`config.mk`:
```
export PLATFORM = sky130hd
export DESIGN_NAME = soft_timer_bank
export DESIGN_NICKNAME = d
export VERILOG_FILES = /design/src/hw/rtl/stb_pkg.sv /design/src/hw/rtl/stb_ram.sv /design/src/hw/rtl/stb_ctrl.sv /design/src/hw/rtl/stb_datapath.sv /design/src/hw/rtl/soft_timer_bank.sv
export SDC_FILE = /design/constraint.sdc
export NUM_CORES = 1
export LEC_CHECK = 0
export BUFFER_PORTS_ARGS = -buffer_cell sky130_fd_sc_hd__buf_4
export CAP_MARGIN = 15
export CORE_MARGIN = 2
export CORE_UTILIZATION = 40
export CTS_BUF_LIST = sky130_fd_sc_hd__clkbuf_4
export DETAILED_ROUTE_END_ITERATION = 12
export PLACE_DENSITY = 0.62
export RECOVER_POWER = 25
export SLEW_MARGIN = 20
export SYNTH_ARGS = -nofsm -noshare
export SYNTH_HDL_FRONTEND = slang
export SYNTH_SLANG_ARGS = --single-unit
```
`constraint.sdc`:
```
create_clock -name i_clk -period 13.03 [get_ports i_clk]
set_clock_uncertainty 0.1 [all_clocks]
set_input_delay 2.606 -clock i_clk [delete_from_list [all_inputs] [get_ports i_clk]]
set_output_delay 2.606 -clock i_clk [all_outputs]
set_load 0.01 [all_outputs]
```
`src/hw/rtl/stb_pkg.sv`:
```
// ----------------------------------------------------------------------------
// stb_pkg
// Shared types, codes and defaults for the soft timer bank.
// ----------------------------------------------------------------------------
package stb_pkg;

    localparam int DEF_NUM_TIMERS = 8;
    localparam int DEF_TICK_WIDTH = 32;

    // Operation codes carried by the mode field.
    localparam logic [2:0] MODE_TICK    = 3'd0;
    localparam logic [2:0] MODE_SET     = 3'd1;
    localparam logic [2:0] MODE_START   = 3'd2;
    localparam logic [2:0] MODE_STOP    = 3'd3;
    localparam logic [2:0] MODE_RELEASE = 3'd4;

    typedef enum logic [1:0] {
        ST_NOT_USED = 2'd0,
        ST_STOPPED  = 2'd1,
        ST_RUNNING  = 2'd2,
        ST_ABORTED  = 2'd3
    } t_status;

    typedef enum logic [2:0] {
        S_IDLE,
        S_DECODE,
        S_SCAN_RD,
        S_SCAN_CHK,
        S_OP_RD,
        S_EXEC,
        S_DONE
    } t_state;

    // Commands from the controller to the datapath.
    typedef struct packed {
        logic capture_in;
        logic tick_inc;
        logic scan_clr;
        logic scan_inc;
        logic rd_scan;
        logic rd_op;
        logic scan_chk;
        logic exec;
    } t_dp_cmd;

    // Status from the datapath to the controller.
    typedef struct packed {
        logic is_tick;
        logic scan_last;
    } t_dp_stat;

endpackage

```
`src/hw/rtl/stb_ram.sv`:
```
// ----------------------------------------------------------------------------
// stb_ram
// Generic single-write, single-read RAM with a registered read port.
// ----------------------------------------------------------------------------
module stb_ram #(
    parameter int WIDTH = 32,
    parameter int DEPTH = 8,
    localparam int ADDR_W = (DEPTH > 1) ? $clog2(DEPTH) : 1
) (
    input  logic              i_clk,
    input  logic              i_we,
    input  logic [ADDR_W-1:0] i_waddr,
    input  logic [WIDTH-1:0]  i_wdata,
    input  logic              i_re,
    input  logic [ADDR_W-1:0] i_raddr,
    output logic [WIDTH-1:0]  o_rdata
);

    logic [WIDTH-1:0] r_mem [DEPTH];
    logic [WIDTH-1:0] r_rdata;

    always_ff @(posedge i_clk) begin
        if (i_we) begin
            r_mem[i_waddr] <= i_wdata;
        end
        if (i_re) begin
            r_rdata <= r_mem[i_raddr];
        end
    end

    assign o_rdata = r_rdata;

endmodule

```
`src/hw/rtl/stb_ctrl.sv`:
```
// ----------------------------------------------------------------------------
// stb_ctrl
// Sequencer for the timer bank: decodes each beat, walks the timers on a
// tick, then reads, updates and reports the addressed timer.
// ----------------------------------------------------------------------------
module stb_ctrl
    import stb_pkg::*;
(
    input  logic     i_clk,
    input  logic     i_rst_n,
    input  logic     start,
    input  t_dp_stat i_stat,
    output logic     busy,
    output logic     o_done,
    output t_dp_cmd  o_cmd
);

    t_state r_state;
    t_state n_state;

    always_ff @(posedge i_clk) begin
        if (!i_rst_n) begin
            r_state <= S_IDLE;
        end else begin
            r_state <= n_state;
        end
    end

    always_comb begin
        n_state = r_state;
        unique case (r_state)
            S_IDLE: begin
                if (start) n_state = S_DECODE;
            end
            S_DECODE: begin
                n_state = i_stat.is_tick ? S_SCAN_RD : S_EXEC;
            end
            S_SCAN_RD: begin
                n_state = S_SCAN_CHK;
            end
            S_SCAN_CHK: begin
                n_state = i_stat.scan_last ? S_OP_RD : S_SCAN_RD;
            end
            S_OP_RD: begin
                n_state = S_EXEC;
            end
            S_EXEC: begin
                n_state = S_DONE;
            end
            S_DONE: begin
                n_state = S_IDLE;
            end
            default: begin
                n_state = S_IDLE;
            end
        endcase
    end

    always_comb begin
        o_cmd  = '0;
        busy   = 1'b1;
        o_done = 1'b0;
        unique case (r_state)
            S_IDLE: begin
                busy             = 1'b0;
                o_cmd.capture_in = start;
            end
            S_DECODE: begin
                if (i_stat.is_tick) begin
                    o_cmd.tick_inc = 1'b1;
                    o_cmd.scan_clr = 1'b1;
                end else begin
                    o_cmd.rd_op = 1'b1;
                end
            end
            S_SCAN_RD: begin
                o_cmd.rd_scan = 1'b1;
            end
            S_SCAN_CHK: begin
                o_cmd.scan_chk = 1'b1;
                o_cmd.scan_inc = 1'b1;
            end
            S_OP_RD: begin
                o_cmd.rd_op = 1'b1;
            end
            S_EXEC: begin
                o_cmd.exec = 1'b1;
            end
            S_DONE: begin
                o_done = 1'b1;
            end
            default: begin
                busy = 1'b1;
            end
        endcase
    end

endmodule

```
`src/hw/rtl/stb_datapath.sv`:
```
// ----------------------------------------------------------------------------
// stb_datapath
// Tick counter, per-timer status flops, compare and duration RAMs, and the
// result registers of the timer bank.
// ----------------------------------------------------------------------------
module stb_datapath
    import stb_pkg::*;
#(
    parameter int NUM_TIMERS = DEF_NUM_TIMERS,
    parameter int TICK_WIDTH = DEF_TICK_WIDTH
) (
    input  logic        i_clk,
    input  logic        i_rst_n,
    input  t_dp_cmd     i_cmd,
    input  logic [2:0]  i_mode,
    input  logic [2:0]  i_timer_index,
    input  logic [31:0] i_count_value,
    output t_dp_stat    o_stat,
    output logic [1:0]  o_status,
    output logic [31:0] o_remaining,
    output logic        o_stop_fired,
    output logic [7:0]  o_expired_mask,
    output logic        o_timeout_flag
);

    localparam int AW = (NUM_TIMERS > 1) ? $clog2(NUM_TIMERS) : 1;

    logic [2:0]            r_mode;
    logic [2:0]            r_idx;
    logic [31:0]           r_cnt;
    logic [TICK_WIDTH-1:0] r_now;
    t_status               r_tstate [NUM_TIMERS];
    logic [AW-1:0]         r_scan;
    logic [AW-1:0]         r_addr;
    logic [7:0]            r_mask;
    logic                  r_tflag;
    t_status               r_status;
    logic [31:0]           r_rem;
    logic                  r_fired;

    logic [6:0]            idx_ext;
    logic [6:0]            addr_ext;
    logic [AW-1:0]         idx_addr;
    logic [AW-1:0]         rd_addr;
    logic                  rd_en;
    logic                  idx_valid;
    logic [TICK_WIDTH-1:0] cmp_rd;
    logic [TICK_WIDTH-1:0] dur_rd;
    logic [TICK_WIDTH-1:0] cnt_tw;
    logic [TICK_WIDTH-1:0] dur_wdata;
    t_status               cur_st;
    logic [TICK_WIDTH-1:0] cmp_eff;
    logic [TICK_WIDTH-1:0] dur_eff;
    t_status               new_st;
    logic [TICK_WIDTH-1:0] new_cmp;
    logic [TICK_WIDTH-1:0] rem_tw;
    logic                  fired;
    logic                  cmp_we;
    logic                  dur_we;

    assign idx_ext   = {4'b0000, r_idx};
    assign addr_ext  = 7'(r_addr);
    assign idx_addr  = idx_ext[AW-1:0];
    assign idx_valid = idx_ext < 7'(NUM_TIMERS);
    assign rd_addr   = i_cmd.rd_scan ? r_scan : idx_addr;
    assign rd_en     = i_cmd.rd_scan | i_cmd.rd_op;
    assign cnt_tw    = TICK_WIDTH'(r_cnt);

    assign o_stat.is_tick   = (r_mode == MODE_TICK);
    assign o_stat.scan_last = (r_scan == AW'(NUM_TIMERS - 1));

    // A timer that is not used always reads as zero compare and duration, so
    // its RAM words need no clearing and are masked here instead.
    assign cur_st  = r_tstate[r_addr];
    assign cmp_eff = (cur_st == ST_NOT_USED) ? '0 : cmp_rd;
    assign dur_eff = (cur_st == ST_NOT_USED) ? '0 : dur_rd;

    always_comb begin
        new_st  = cur_st;
        new_cmp = cmp_eff;
        fired   = 1'b0;
        rem_tw  = cmp_eff - r_now;
        unique case (r_mode)
            MODE_SET: begin
                new_st  = ST_STOPPED;
                new_cmp = '0;
                rem_tw  = '0 - r_now;
            end
            MODE_START: begin
                new_st  = ST_RUNNING;
                new_cmp = dur_eff + r_now;
                rem_tw  = dur_eff;
            end
            MODE_STOP: begin
                if (cur_st == ST_RUNNING) begin
                    if (cmp_eff <= r_now) begin
                        new_st = ST_STOPPED;
                        fired  = 1'b1;
                    end else begin
                        new_st = ST_ABORTED;
                    end
                end
            end
            MODE_RELEASE: begin
                new_st  = ST_NOT_USED;
                new_cmp = '0;
                rem_tw  = '0 - r_now;
            end
            default: begin
                new_st = cur_st;
            end
        endcase
    end

    // Any command other than set count on a timer that is not used writes its
    // duration word to zero, so a timer started straight from not used and
    // restarted later reads a zero duration instead of a stale or unwritten word.
    assign cmp_we    = i_cmd.exec & idx_valid & ((r_mode == MODE_SET) | (r_mode == MODE_START));
    assign dur_we    = i_cmd.exec & idx_valid & ((r_mode == MODE_SET) | (cur_st == ST_NOT_USED));
    assign dur_wdata = (r_mode == MODE_SET) ? cnt_tw : '0;

    stb_ram #(
        .WIDTH (TICK_WIDTH),
        .DEPTH (NUM_TIMERS)
    ) u_cmp_ram (
        .i_clk   (i_clk),
        .i_we    (cmp_we),
        .i_waddr (r_addr),
        .i_wdata (new_cmp),
        .i_re    (rd_en),
        .i_raddr (rd_addr),
        .o_rdata (cmp_rd)
    );

    stb_ram #(
        .WIDTH (TICK_WIDTH),
        .DEPTH (NUM_TIMERS)
    ) u_dur_ram (
        .i_clk   (i_clk),
        .i_we    (dur_we),
        .i_waddr (r_addr),
        .i_wdata (dur_wdata),
        .i_re    (rd_en),
        .i_raddr (rd_addr),
        .o_rdata (dur_rd)
    );

    always_ff @(posedge i_clk) begin
        if (i_cmd.capture_in) begin
            r_mode <= i_mode;
            r_idx  <= i_timer_index;
            r_cnt  <= i_count_value;
        end
        if (rd_en) begin
            r_addr <= rd_addr;
        end
        if (i_cmd.exec) begin
            r_status <= idx_valid ? new_st : ST_NOT_USED;
            r_rem    <= idx_valid ? 32'(rem_tw) : 32'd0;
            r_fired  <= idx_valid & fired;
        end
    end

    always_ff @(posedge i_clk) begin
        if (!i_rst_n) begin
            r_now   <= '0;
            r_scan  <= '0;
            r_mask  <= '0;
            r_tflag <= 1'b0;
            for (int i = 0; i < NUM_TIMERS; i++) begin
                r_tstate[i] <= ST_NOT_USED;
            end
        end else begin
            if (i_cmd.capture_in) begin
                r_mask  <= '0;
                r_tflag <= 1'b0;
            end
            if (i_cmd.tick_inc) begin
                r_now <= r_now + 1'b1;
            end
            if (i_cmd.scan_clr) begin
                r_scan <= '0;
            end else if (i_cmd.scan_inc) begin
                r_scan <= r_scan + 1'b1;
            end
            if (i_cmd.scan_chk && cur_st == ST_RUNNING && cmp_rd <= r_now) begin
                r_tstate[r_addr] <= ST_STOPPED;
                r_tflag          <= 1'b1;
                if (addr_ext < 7'd8) begin
                    r_mask[addr_ext[2:0]] <= 1'b1;
                end
            end
            if (i_cmd.exec && idx_valid) begin
                r_tstate[r_addr] <= new_st;
            end
        end
    end

    assign o_status       = r_status;
    assign o_remaining    = r_rem;
    assign o_stop_fired   = r_fired;
    assign o_expired_mask = r_mask;
    assign o_timeout_flag = r_tflag;

endmodule

```
`src/hw/rtl/soft_timer_bank.sv`:
```
// ----------------------------------------------------------------------------
// soft_timer_bank
// A bank of one-shot timers that share one tick counter, advanced by tick commands.
// ----------------------------------------------------------------------------
// Usage. A command beat is taken at a rising edge where start is high and
// busy is low; it carries i_mode (tick, set count, start, stop, release),
// i_timer_index and i_count_value. Busy stays high until the beat is done.
// Every beat yields exactly one result, shown on o_status, o_remaining,
// o_stop_fired, o_expired_mask and o_timeout_flag for the single cycle in
// which o_done is high. The receiver cannot hold results off, so nothing
// ever stalls on the output side.
// Sequence. A timer command passes through the decode, execute and done
// states after acceptance, with o_done high in the done state. A tick
// walks the timers one at a time, with a read state and a check state for
// each because the compare RAM has a registered read, before it reads back
// the addressed timer.
// Reset. The synchronous, active-low reset clears the tick counter and sets
// every timer to not used. The compare and duration RAMs are not cleared:
// a timer that is not used reads as zero compare and zero duration, so no
// clearing pass is needed and the bank takes commands right after reset.
// ----------------------------------------------------------------------------
module soft_timer_bank
    import stb_pkg::*;
#(
    parameter int NUM_TIMERS = DEF_NUM_TIMERS,
    parameter int TICK_WIDTH = DEF_TICK_WIDTH
) (
    input  logic        i_clk,
    input  logic        i_rst_n,
    input  logic        start,
    output logic        busy,
    input  logic [2:0]  i_mode,
    input  logic [2:0]  i_timer_index,
    input  logic [31:0] i_count_value,
    output logic        o_done,
    output logic [1:0]  o_status,
    output logic [31:0] o_remaining,
    output logic        o_stop_fired,
    output logic [7:0]  o_expired_mask,
    output logic        o_timeout_flag
);

    t_dp_cmd  dp_cmd;
    t_dp_stat dp_stat;

    // The controller only sequences; all timer state lives in the datapath.
    stb_ctrl u_ctrl (
        .i_clk   (i_clk),
        .i_rst_n (i_rst_n),
        .start   (start),
        .i_stat  (dp_stat),
        .busy    (busy),
        .o_done  (o_done),
        .o_cmd   (dp_cmd)
    );

    stb_datapath #(
        .NUM_TIMERS (NUM_TIMERS),
        .TICK_WIDTH (TICK_WIDTH)
    ) u_dp (
        .i_clk          (i_clk),
        .i_rst_n        (i_rst_n),
        .i_cmd          (dp_cmd),
        .i_mode         (i_mode),
        .i_timer_index  (i_timer_index),
        .i_count_value  (i_count_value),
        .o_stat         (dp_stat),
        .o_status       (o_status),
        .o_remaining    (o_remaining),
        .o_stop_fired   (o_stop_fired),
        .o_expired_mask (o_expired_mask),
        .o_timeout_flag (o_timeout_flag)
    );

    // An accepted beat keeps the bank busy in the following cycle.
    a_busy_after_accept: assert property (@(posedge i_clk) disable iff (!i_rst_n)
        (start && !busy) |=> busy)
        else $error("bank not busy after accepting a beat");

    // Results are single-cycle strobes; two in a row would mean a lost beat.
    a_done_single: assert property (@(posedge i_clk) disable iff (!i_rst_n)
        o_done |=> !o_done)
        else $error("result strobe held for two cycles");

    // A result is only shown while the bank is still busy with that beat.
    a_done_busy: assert property (@(posedge i_clk) disable iff (!i_rst_n)
        o_done |-> busy)
        else $error("result strobe while idle");

    // An expiry bit without the timeout flag means the tick walk slipped.
    a_mask_flag: assert property (@(posedge i_clk) disable iff (!i_rst_n)
        (o_done && !o_timeout_flag) |-> (o_expired_mask == 8'd0))
        else $error("expired mask set without timeout flag");

    // A fired stop always leaves the timer stopped.
    a_fired_stopped: assert property (@(posedge i_clk) disable iff (!i_rst_n)
        (o_done && o_stop_fired) |-> (o_status == ST_STOPPED))
        else $error("fired stop with wrong status");

endmodule
```
==> results.txt, run 1 <==
Final Hold Viols: 0
CP Launch Type: register
fin util: 45.6%
port bufs: 86
grt total ovfl: 0
total core area: 82400 um2
clk sink count: 718
area post-placement: 35300 um2
DR vias/cell: 5.35
initial antenna violation count: 4
Synth area leader: edfxtp_1
gr usage total: 20.2%
Synth top area share: 60.1%
kind of critical path: reg2reg
violated checks: capacitance limit, slew limit
cell repeated most along the worst path: nand2_1
Mapped Area: 33400 um2
post_cts resized: 0
first-pass GRT wire length: 132 mm
CTS tree: built
# hold bufs at CTS: 0
Worst Path Arrival: 7.37 ns
R2R cell count: 9
I/O pins: 87
top cells by area, synth: edfxtp_1 (60%), nand2_1 (7.6%), nand3_1 (5.4%), ha_1 (3.7%), dfxtp_1 (3.0%)
drt drc: 0
Worst EP required: 13.59 ns
largest net degree at the start of global routing: 156
drt pass-1 iters: 6
Worst path slowest cell: clkinvlp_2
Worst-Margin Slew: 3.99 ns
Max Cap Viol: 7
share of layout cells above drive strength 1: 14.0%
Synth async-reset ratio: 0%
Mapped Avg Cell Area: 11.2 um2
clk_lat worst skew: 1.08 ns
initial drt markers: 2111
post-CTS setup repair buffer count: 0
Worst-path clk slew: 0.07 ns
CTS Buf Count: 183
register area share after synthesis: 63.1%
Chip Width: 293 um
post-synthesis cell type count: 78
Leak Pwr: 0.0139 uW
Hold Crit Start: u_dp.o_timeout_flag
Synth warnings: 0
Initial Util: 40.5%
cells after synthesis: 2978
Final Cycle Share: 52.3%
r2r setup slk: 6.22 ns
pwr dens: 164 nW/um2
main flop type after synthesis: edfxtp_1
Fin Hold WS: 0.369 ns
final setup vio count: 0
H-tree Lvls: 4
fmax: 147 MHz
commonest non-fill, non-tap cells in the layout: nand2_1 (676), edfxtp_1 (668), nand3_1 (362)
std cell rows: 105
crit path from: u_ctrl.r_state[0]
Hold Crit Class: reg2reg
Die Y: 293 um
normalized max-slew margin: -168%
Final Critical Period: 6.81 ns
CP Cell Sequence: nor2_1 -> and2_0 -> mux2i_4 -> clkinvlp_2 -> buf_12 -> nand2_1 -> nand3_1 -> nand2_1 -> o21ai_0
Final #Nets: 3274
final setup TNS: 0 ns
area growth from synthesis to layout: 12.4%
root buffer cell: clkbuf_4
post-synthesis register bit count: 718
Post-Route WL: 86.7 mm
Max FO, Critical Path: 152
VDD IR max: 83.8 uV
GP Congestion: 0.933
Bufs on Longest Clock Path: 3
syn_nets: 3120
wire per inst: 20.0 um
max incr delay on CP: 2.95 ns
hold path cells: 1
Routed Antenna Nets: 0
# placed instances: 4017
RSZ-0062 raised after global routing: false
pins over their slew limit: 368
commonest non-fill, non-tap cell in the layout: nand2_1
DP HPWL: 53.6 mm
DR vias: 23200
post-route cell area: 37500 um2
DIE AREA: 85800 um2
number of flops mapped to enable cells by yosys: 668
outcome: complete, but fails checks
CP Capture Type: register
Reg-to-Reg Start: u_ctrl.r_state[0]
number of global-route vias before repair: 22000
Final Non-Filler Cells: 4340
## area by class of cell
| cell class | count | area (um2) |
|---|---|---|
| Tap cell | 1070 | 1340 |
| Clock buffer | 260 | 1950 |
| Clock inverter | 57 | 297 |
| Sequential cell | 718 | 21100 |
| Inverter | 69 | 265 |
| Fill cell | 7488 | 44800 |
| Multi-Input combinational cell | 2037 | 11700 |
| Timing Repair Buffer | 123 | 926 |
| Antenna cell | 6 | 15.0 |
## layer usage
metal	up-vias	global-route usage (%)	routed length [um]
met4	0	7.28	2540
li1	11100	-	-
met5	-	0	0
met3	142	3.94	5700
met1	11100	27.9	38600
met2	789	31.7	39900
## power breakdown
part / total, uW / internal (uW) / switching (uW)
Clock: 1850 / 942 / 911
Combinational: 1440 / 512 / 929
Sequential: 2840 / 2740 / 108
Total: 6140 / 4190 / 1950
## worst max-delay path: cells and delay by family (launching register included)
kind | cells | cell delay [ns]
AOI/OAI and AO/OA | 1 | 0.19
buffers and inverters | 2 | 4.13
DFF | 1 | 0.41
muxes | 1 | 0.33
and+or+nand+nor | 5 | 1.06
## cell usage after synthesis, drive strengths merged, types with 33 or more instances
cell type and n:
o21ai 176, a21o 38, dfxtp 50, xnor2 79, edfxtp 668, a21oi 71
nand2 677, inv 68, nand3 363, nor3 33, ha 99, clkbuf 140
and2 124, nor2 86
## final timing paths
check	end
worst min register to register	u_dp.o_timeout_flag
worst min-delay path	u_dp.o_timeout_flag
worst max-delay path	u_dp.u_dur_ram.o_rdata[23]
worst max register to register	u_dp.u_dur_ram.o_rdata[23]
## cell families after synthesis
group | synth area share, %
AOI/OAI and AO/OA | 7.59
and+or+nand+nor | 19.5
buffers and inverters | 2.54
DFF | 63.1
muxes | 0.723
adders and majority gates | 3.83
xor gates and xnor gates | 2.70
## state kept, by name, indices dropped and copies added, names as in the netlist, 8 cells and up, named ones only
signal / count
u_dp.o_remaining: 32
u_dp.u_dur_ram.r_mem: 256
u_dp.cnt_tw: 32
u_dp.r_tstate: 16
u_dp.u_dur_ram.o_rdata: 32
u_dp.u_cmp_ram.o_rdata: 32
u_dp.r_now: 32
u_dp.o_expired_mask: 8
u_dp.u_cmp_ram.r_mem: 256
## stage by stage
step | total power [uW] | worst slack (ns)
4_1_cts | 6180 | 7.42
5_1_grt | 6480 | 5.69
6_report | 6140 | 6.22
3_5_place_dp | 4310 | 7.52
3_3_place_gp | 4300 | 7.63
2_1_floorplan | 3840 | 7.99
Power figures use the tool's default switching activity.
==> run 2: changes to the inputs <==
Settings changed: ABC_AREA from default to 1.
Clock period 13.03 ns to 6.8 ns, I/O delays scaled along.
==> run 2 against run 1 <==
Effect of this change:
- the run still ends with capacitance limit, slew limit left
- via count grew 11%
- synthesized cell count grew 16%
- critical path depth grew 7
- final cell count grew 13%
- die area grew 2.4%
- maximum frequency grew 31%
==> results.txt, run 2 <==
outcome: complete, but fails checks
violated checks: capacitance limit, slew limit
final setup vio count: 0
kind of critical path: reg2reg
port bufs: 86
RSZ-0062 raised after global routing: false
largest family of logic cells by synthesized area: simple AND/OR/NAND/NOR gates
CP Launch Type: register
syn_nets: 3608
gr busiest metal: met2
DR vias: 25800
Simple-Gate Fraction of Synth Area: 17.8%
normalized max-slew margin: -125%
Max FO, Critical Path: 41
GP Congestion: 1.03
VDD IR max: 237 uV
DP HPWL: 61.3 mm
gr usage total: 21.7%
largest net degree at the start of global routing: 177
worst slack, placed: 1.73 ns
post-synthesis register bit count: 718
Post-Route WL: 94.9 mm
Initial Util: 40.2%
register area share after synthesis: 61.6%
I/O pins: 87
Final Hold Viols: 0
CTS tree: built
Chip Width: 296 um
Synth warnings: 0
Reg area: 21100 um2
area of the multi-input gates: 11600 um2
post-CTS setup repair buffer count: 0
H-tree Lvls: 4
Mapped Avg Cell Area: 9.87 um2
Leak Pwr: 0.0146 uW
pwr dens: 416 nW/um2
multiplexer share of the synthesized area: 0%
Regs by FF count: u_dp.u_cmp_ram.r_mem: 256 flops, u_dp.u_dur_ram.r_mem: 256 flops
# hold bufs at CTS: 0
std cell rows: 107
total core area: 85000 um2
CTS Buf Count: 189
Worst Slack Setup Final: 1.60 ns
number of global-route vias before repair: 24100
Final #Nets: 3779
Final Non-Filler Cells: 4919
post_cts resized: 0
met3 Usage GRT: 3.54%
cells after synthesis: 3466
Worst Path Arrival: 5.81 ns
top cells by area, synth: edfxtp_1 (59%), nor2_1 (8.1%), o21ai_0 (6.0%), nand2_1 (4.7%), ha_1 (3.6%)
pins over their slew limit: 205
grt total ovfl: 0
first-pass GRT wire length: 143 mm
post-route cell area: 38500 um2
fin util: 45.3%
initial antenna violation count: 2
Worst-path clk slew: 0.06 ns
Mapped Area: 34200 um2
Synth top area share: 58.6%
Synth area leader: edfxtp_1
most frequent cell after synthesis: nor2_1
Hold Crit Class: in2reg
clk sink count: 718
M1 GR Usage: 30.6%
Routed Antenna Nets: 0
Synth Area in Compound Gates: 11.3%
xor/xnor share of the synthesized area: 0.563%
share of layout cells above drive strength 1: 12.2%
DR vias/cell: 5.23
Synth top cells by count: nor2_1 (739), edfxtp_1 (668), nand2_1 (430)
commonest non-fill, non-tap cell in the layout: nor2_1
fmax: 192 MHz
post-synthesis cell type count: 48
main flop type after synthesis: edfxtp_1
wire per inst: 19.3 um
Hold Crit Start: i_count_value[21]
root buffer cell: clkbuf_4
number of flops mapped to enable cells by yosys: 668
area post-placement: 36100 um2
Worst-Margin Slew: 3.38 ns
drt pass-1 iters: 5
CP Capture Type: register
GR Util met2: 33.9%
Final Cycle Share: 76.4%
clk_lat worst skew: 1.09 ns
adder-cell area share of the yosys netlist: 3.74%
commonest non-fill, non-tap cells in the layout: nor2_1 (722), edfxtp_1 (668), nand2_1 (430)
Synth async-reset ratio: 0%
Worst EP required: 7.42 ns
Bufs on Longest Clock Path: 3
drt drc: 0
Max Cap Viol: 3
# fillers: 8119
area growth from synthesis to layout: 12.5%
# placed instances: 4590
final setup TNS: 0 ns
initial drt markers: 2248
Final Critical Period: 5.20 ns
Die Y: 296 um
r2r setup slk: 1.60 ns
DIE AREA: 87900 um2
==> run 2: per-layer routing <==
| layer | up-vias | wire (um) |
|---|---|---|
| met5 | - | 0 |
| met3 | 165 | 6960 |
| met1 | 12200 | 42000 |
| met4 | 0 | 2320 |
| li1 | 12500 | - |
| met2 | 976 | 43600 |
==> run 2: worst max-delay path, stage by stage, from the launching register on <==
cell and delay [ns]:
dfxtp_1 0.45, inv_1 0.16, o21ai_0 0.18, nand2_1 0.08
o21ai_1 0.27, nand2_1 0.21, inv_2 0.67, nor2_1 0.15
ha_1 0.44, nand2_1 0.09, o21ai_0 0.27, a21oi_1 0.12
o21ai_0 0.64, nand4_1 0.26, nand3_1 0.14, nand2_1 0.05
o21ai_0 0.59
==> run 2: layout make-up <==
| class | instances | share of cell area (%) |
|---|---|---|
| diodes | 4 | 0.0260 |
| clock buffers | 276 | 5.38 |
| clock inverters | 49 | 0.865 |
| inverters | 289 | 2.85 |
| multi-input cells | 2321 | 30.2 |
| flip-flops and latches | 718 | 54.7 |
| well taps | 1144 | 3.72 |
| repair buffers | 118 | 2.27 |
==> run 2: kinds of logic after synthesis <==
family          after synthesis
flops                       718
xor+xnor                     22
simple gates               1486
buf+inv                     427
compound gates              712
fa+ha+maj                   101
==> run 2: power breakdown <==
| group | total, uW | internal, uW | switching [uW] |
|---|---|---|---|
| Sequential | 5930 | 5710 | 225 |
| Clock | 3720 | 1900 | 1820 |
| Combinational | 6340 | 1850 | 4500 |
| Total | 16000 | 9450 | 6550 |
==> run 2: worst paths after layout <==
check,to,cells past startpoint
hold reg to reg,u_dp.o_expired_mask[1],2
setup / recovery,u_dp.u_cmp_ram.r_mem[1][30],16
hold / removal,u_dp.cnt_tw[21],1
setup reg to reg,u_dp.u_cmp_ram.r_mem[1][30],16
==> run 2: through the flow <==
stage	hold WS, ns	total power (uW)
2_1_floorplan	0.354	10300
3_3_place_gp	0.361	12200
3_5_place_dp	0.366	12300
4_1_cts	0.224	16100
5_1_grt	0.268	17100
6_report	0.360	16000
==> run 3: changes to the inputs <==
Settings changed: ABC_AREA 1 to 0.
Clock period 6.8 ns to 4.9 ns, I/O delays scaled along.
==> run 3 against run 2 <==
Effect of this change:
- the flow still finishes with violations (capacitance limit, slew limit)
- sequential share of layout area is essentially flat
- sequential power grew 27%
- first-iteration DRC count shrank 12%
- critical path depth grew 1
- die area shrank 2.4%
- clock-buffer cell count shrank 21
- non-clock buffer count grew 105
- register-to-register slack lost 1.3 ns
- utilization grew 1.5 points
- wire length shrank 7.5%
- final cell count shrank 9.9%
- critical endpoint is now u_dp.u_cmp_ram.r_mem[4][30]
==> results.txt, run 3 (synthesis results as in run 1) <==
Bufs on Longest Clock Path: 3
area growth from synthesis to layout: 15.3%
r2r setup slk: 0.31 ns
CTS tree: built
port bufs: 86
Max Cap Viol: 3
violated checks: capacitance limit, slew limit
worst r2r dst: u_dp.u_cmp_ram.r_mem[4][30]
# placed instances: 4077
fmax: 218 MHz
Hold Crit Start: start
hold path endpoint: u_ctrl.r_state[2]
number of global-route vias before repair: 22700
H-tree Lvls: 4
DP HPWL: 56.3 mm
Routed Antenna Nets: 0
grt total ovfl: 0
initial drt markers: 1971
first-pass GRT wire length: 134 mm
Worst-path clk slew: 0.06 ns
I/O pins: 87
Final Cycle Share: 93.7%
gr usage total: 20.3%
Final Non-Filler Cells: 4433
Initial Util: 40.5%
VDD IR max: 180 uV
Worst-Margin Slew: 2.23 ns
Fin Hold WS: 0.329 ns
Chip Width: 293 um
DR vias: 23700
clk_lat worst skew: 1.04 ns
RSZ-0062 raised after global routing: false
root buffer cell: clkbuf_4
Worst Path Arrival: 5.24 ns
share of layout cells above drive strength 1: 15.7%
hold path cells: 5
DR vias/cell: 5.34
Final #Nets: 3373
commonest non-fill, non-tap cell in the layout: nand2_1
R2R cell count: 17
drt pass-1 iters: 7
CP Launch Type: register
Hold Crit Class: in2reg
DIE AREA: 85800 um2
Final Critical Period: 4.59 ns
largest net degree at the start of global routing: 147
drt drc: 0
pwr dens: 432 nW/um2
normalized max-slew margin: -48.8%
pins over their slew limit: 114
final setup vio count: 0
kind of critical path: reg2reg
Max FO, Critical Path: 8
wire per inst: 19.8 um
Worst EP required: 5.55 ns
CP Capture Type: register
CTS Buf Count: 182
std cell rows: 105
Leak Pwr: 0.0144 uW
Final Hold Viols: 0
Die Y: 293 um
clk sink count: 718
initial antenna violation count: 2
GP Congestion: 0.907
outcome: complete, but fails checks
Worst Slack Setup Final: 0.309 ns
final setup TNS: 0 ns
Regs by FF count: u_dp.u_cmp_ram.r_mem: 256 flops, u_dp.u_dur_ram.r_mem: 256 flops
commonest non-fill, non-tap cells in the layout: nand2_1 (676), edfxtp_1 (668), nand3_1 (362)
worst slack, placed: 0.00353 ns
total core area: 82400 um2
Post-Route WL: 87.7 mm
run 3: changes by cell type in the layout (fill, tap and decap cells not counted), moves of 72 or more:
cell     previous run  this run
a21oi_1           140        68
and2_1              2        89
inv_1             282        66
nand2_1           430       676
nand3_1           184       362
nor2_1            722        67
o21ai_0           412       166
run 3: worst max path at each step:
stage | to | slack, ns | start
2_1_floorplan | u_dp.u_cmp_ram.r_mem[0][24] | 0.22 | register
3_3_place_gp | u_dp.u_cmp_ram.r_mem[1][28] | -0.03 | register
3_5_place_dp | u_dp.u_cmp_ram.r_mem[5][24] | 0.004 | register
4_1_cts | u_dp.u_cmp_ram.r_mem[1][31] | 0.02 | register
5_1_grt | u_dp.u_cmp_ram.r_mem[2][24] | 0.004 | register
6_report | u_dp.u_cmp_ram.r_mem[4][30] | 0.31 | register
run 3: critical path: stages (launching register included):
cell and delay [ns]:
dfxtp_2 0.39, mux4_2 0.52, nor3_1 0.21, buf_4 0.15, a21oi_4 0.05, and2_1 0.18, ha_1 0.21, fa_1 0.39
a211oi_1 0.25, o21a_1 0.24, a2111oi_0 0.12, buf_4 0.16, o21ai_0 0.18, nand3_1 0.17, a21oi_1 0.34, a31oi_1 0.17
buf_4 0.16, a211o_1 0.33
run 3: final cells by class:
type                            count  area (um2)
Fill cell                        7523       43900
Sequential cell                   718       21100
Multi-Input combinational cell   2037       11700
Clock buffer                      255        1910
Timing Repair Buffer              223        1830
Tap cell                         1070        1340
Clock inverter                     59         372
Inverter                           69         269
Antenna cell                        2        5.00
run 3: routing by layer:
| metal | vias to the layer above | GRT usage [%] | part of all wire (%) |
|---|---|---|---|
| li1 | 11300 | - | - |
| met4 | 0 | 6.95 | 2.2 |
| met1 | 11500 | 28.3 | 45 |
| met2 | 729 | 31.8 | 46 |
| met3 | 134 | 4.14 | 6.4 |
| met5 | - | 0 | 0 |
run 3: what timing repair did:
item | CTS | global route
setup buffers | 0 | 2
pin swaps | 0 | 2
hold endpoints to repair | 38 | 0
hold buffers | 38 | 0
gates resized for setup | 2 | 16
endpoints found under the setup margin | 16 | 108
gates cloned | 0 | 0
run 3: metrics by stage:
step	util (%)	total power [uW]	cell area, um2
2_1_floorplan	-	10200	33400
3_3_place_gp	43.5	11600	35800
3_5_place_dp	43.5	11700	35800
4_1_cts	46.7	16700	38500
5_1_grt	46.7	17500	38500
6_report	46.7	16600	38500
run 3: power breakdown:
part	internal [uW]	total (uW)	switching, uW
registers	7270	7560	284
clock network	2570	4990	2420
logic	1510	4070	2560
total	11400	16600	5260
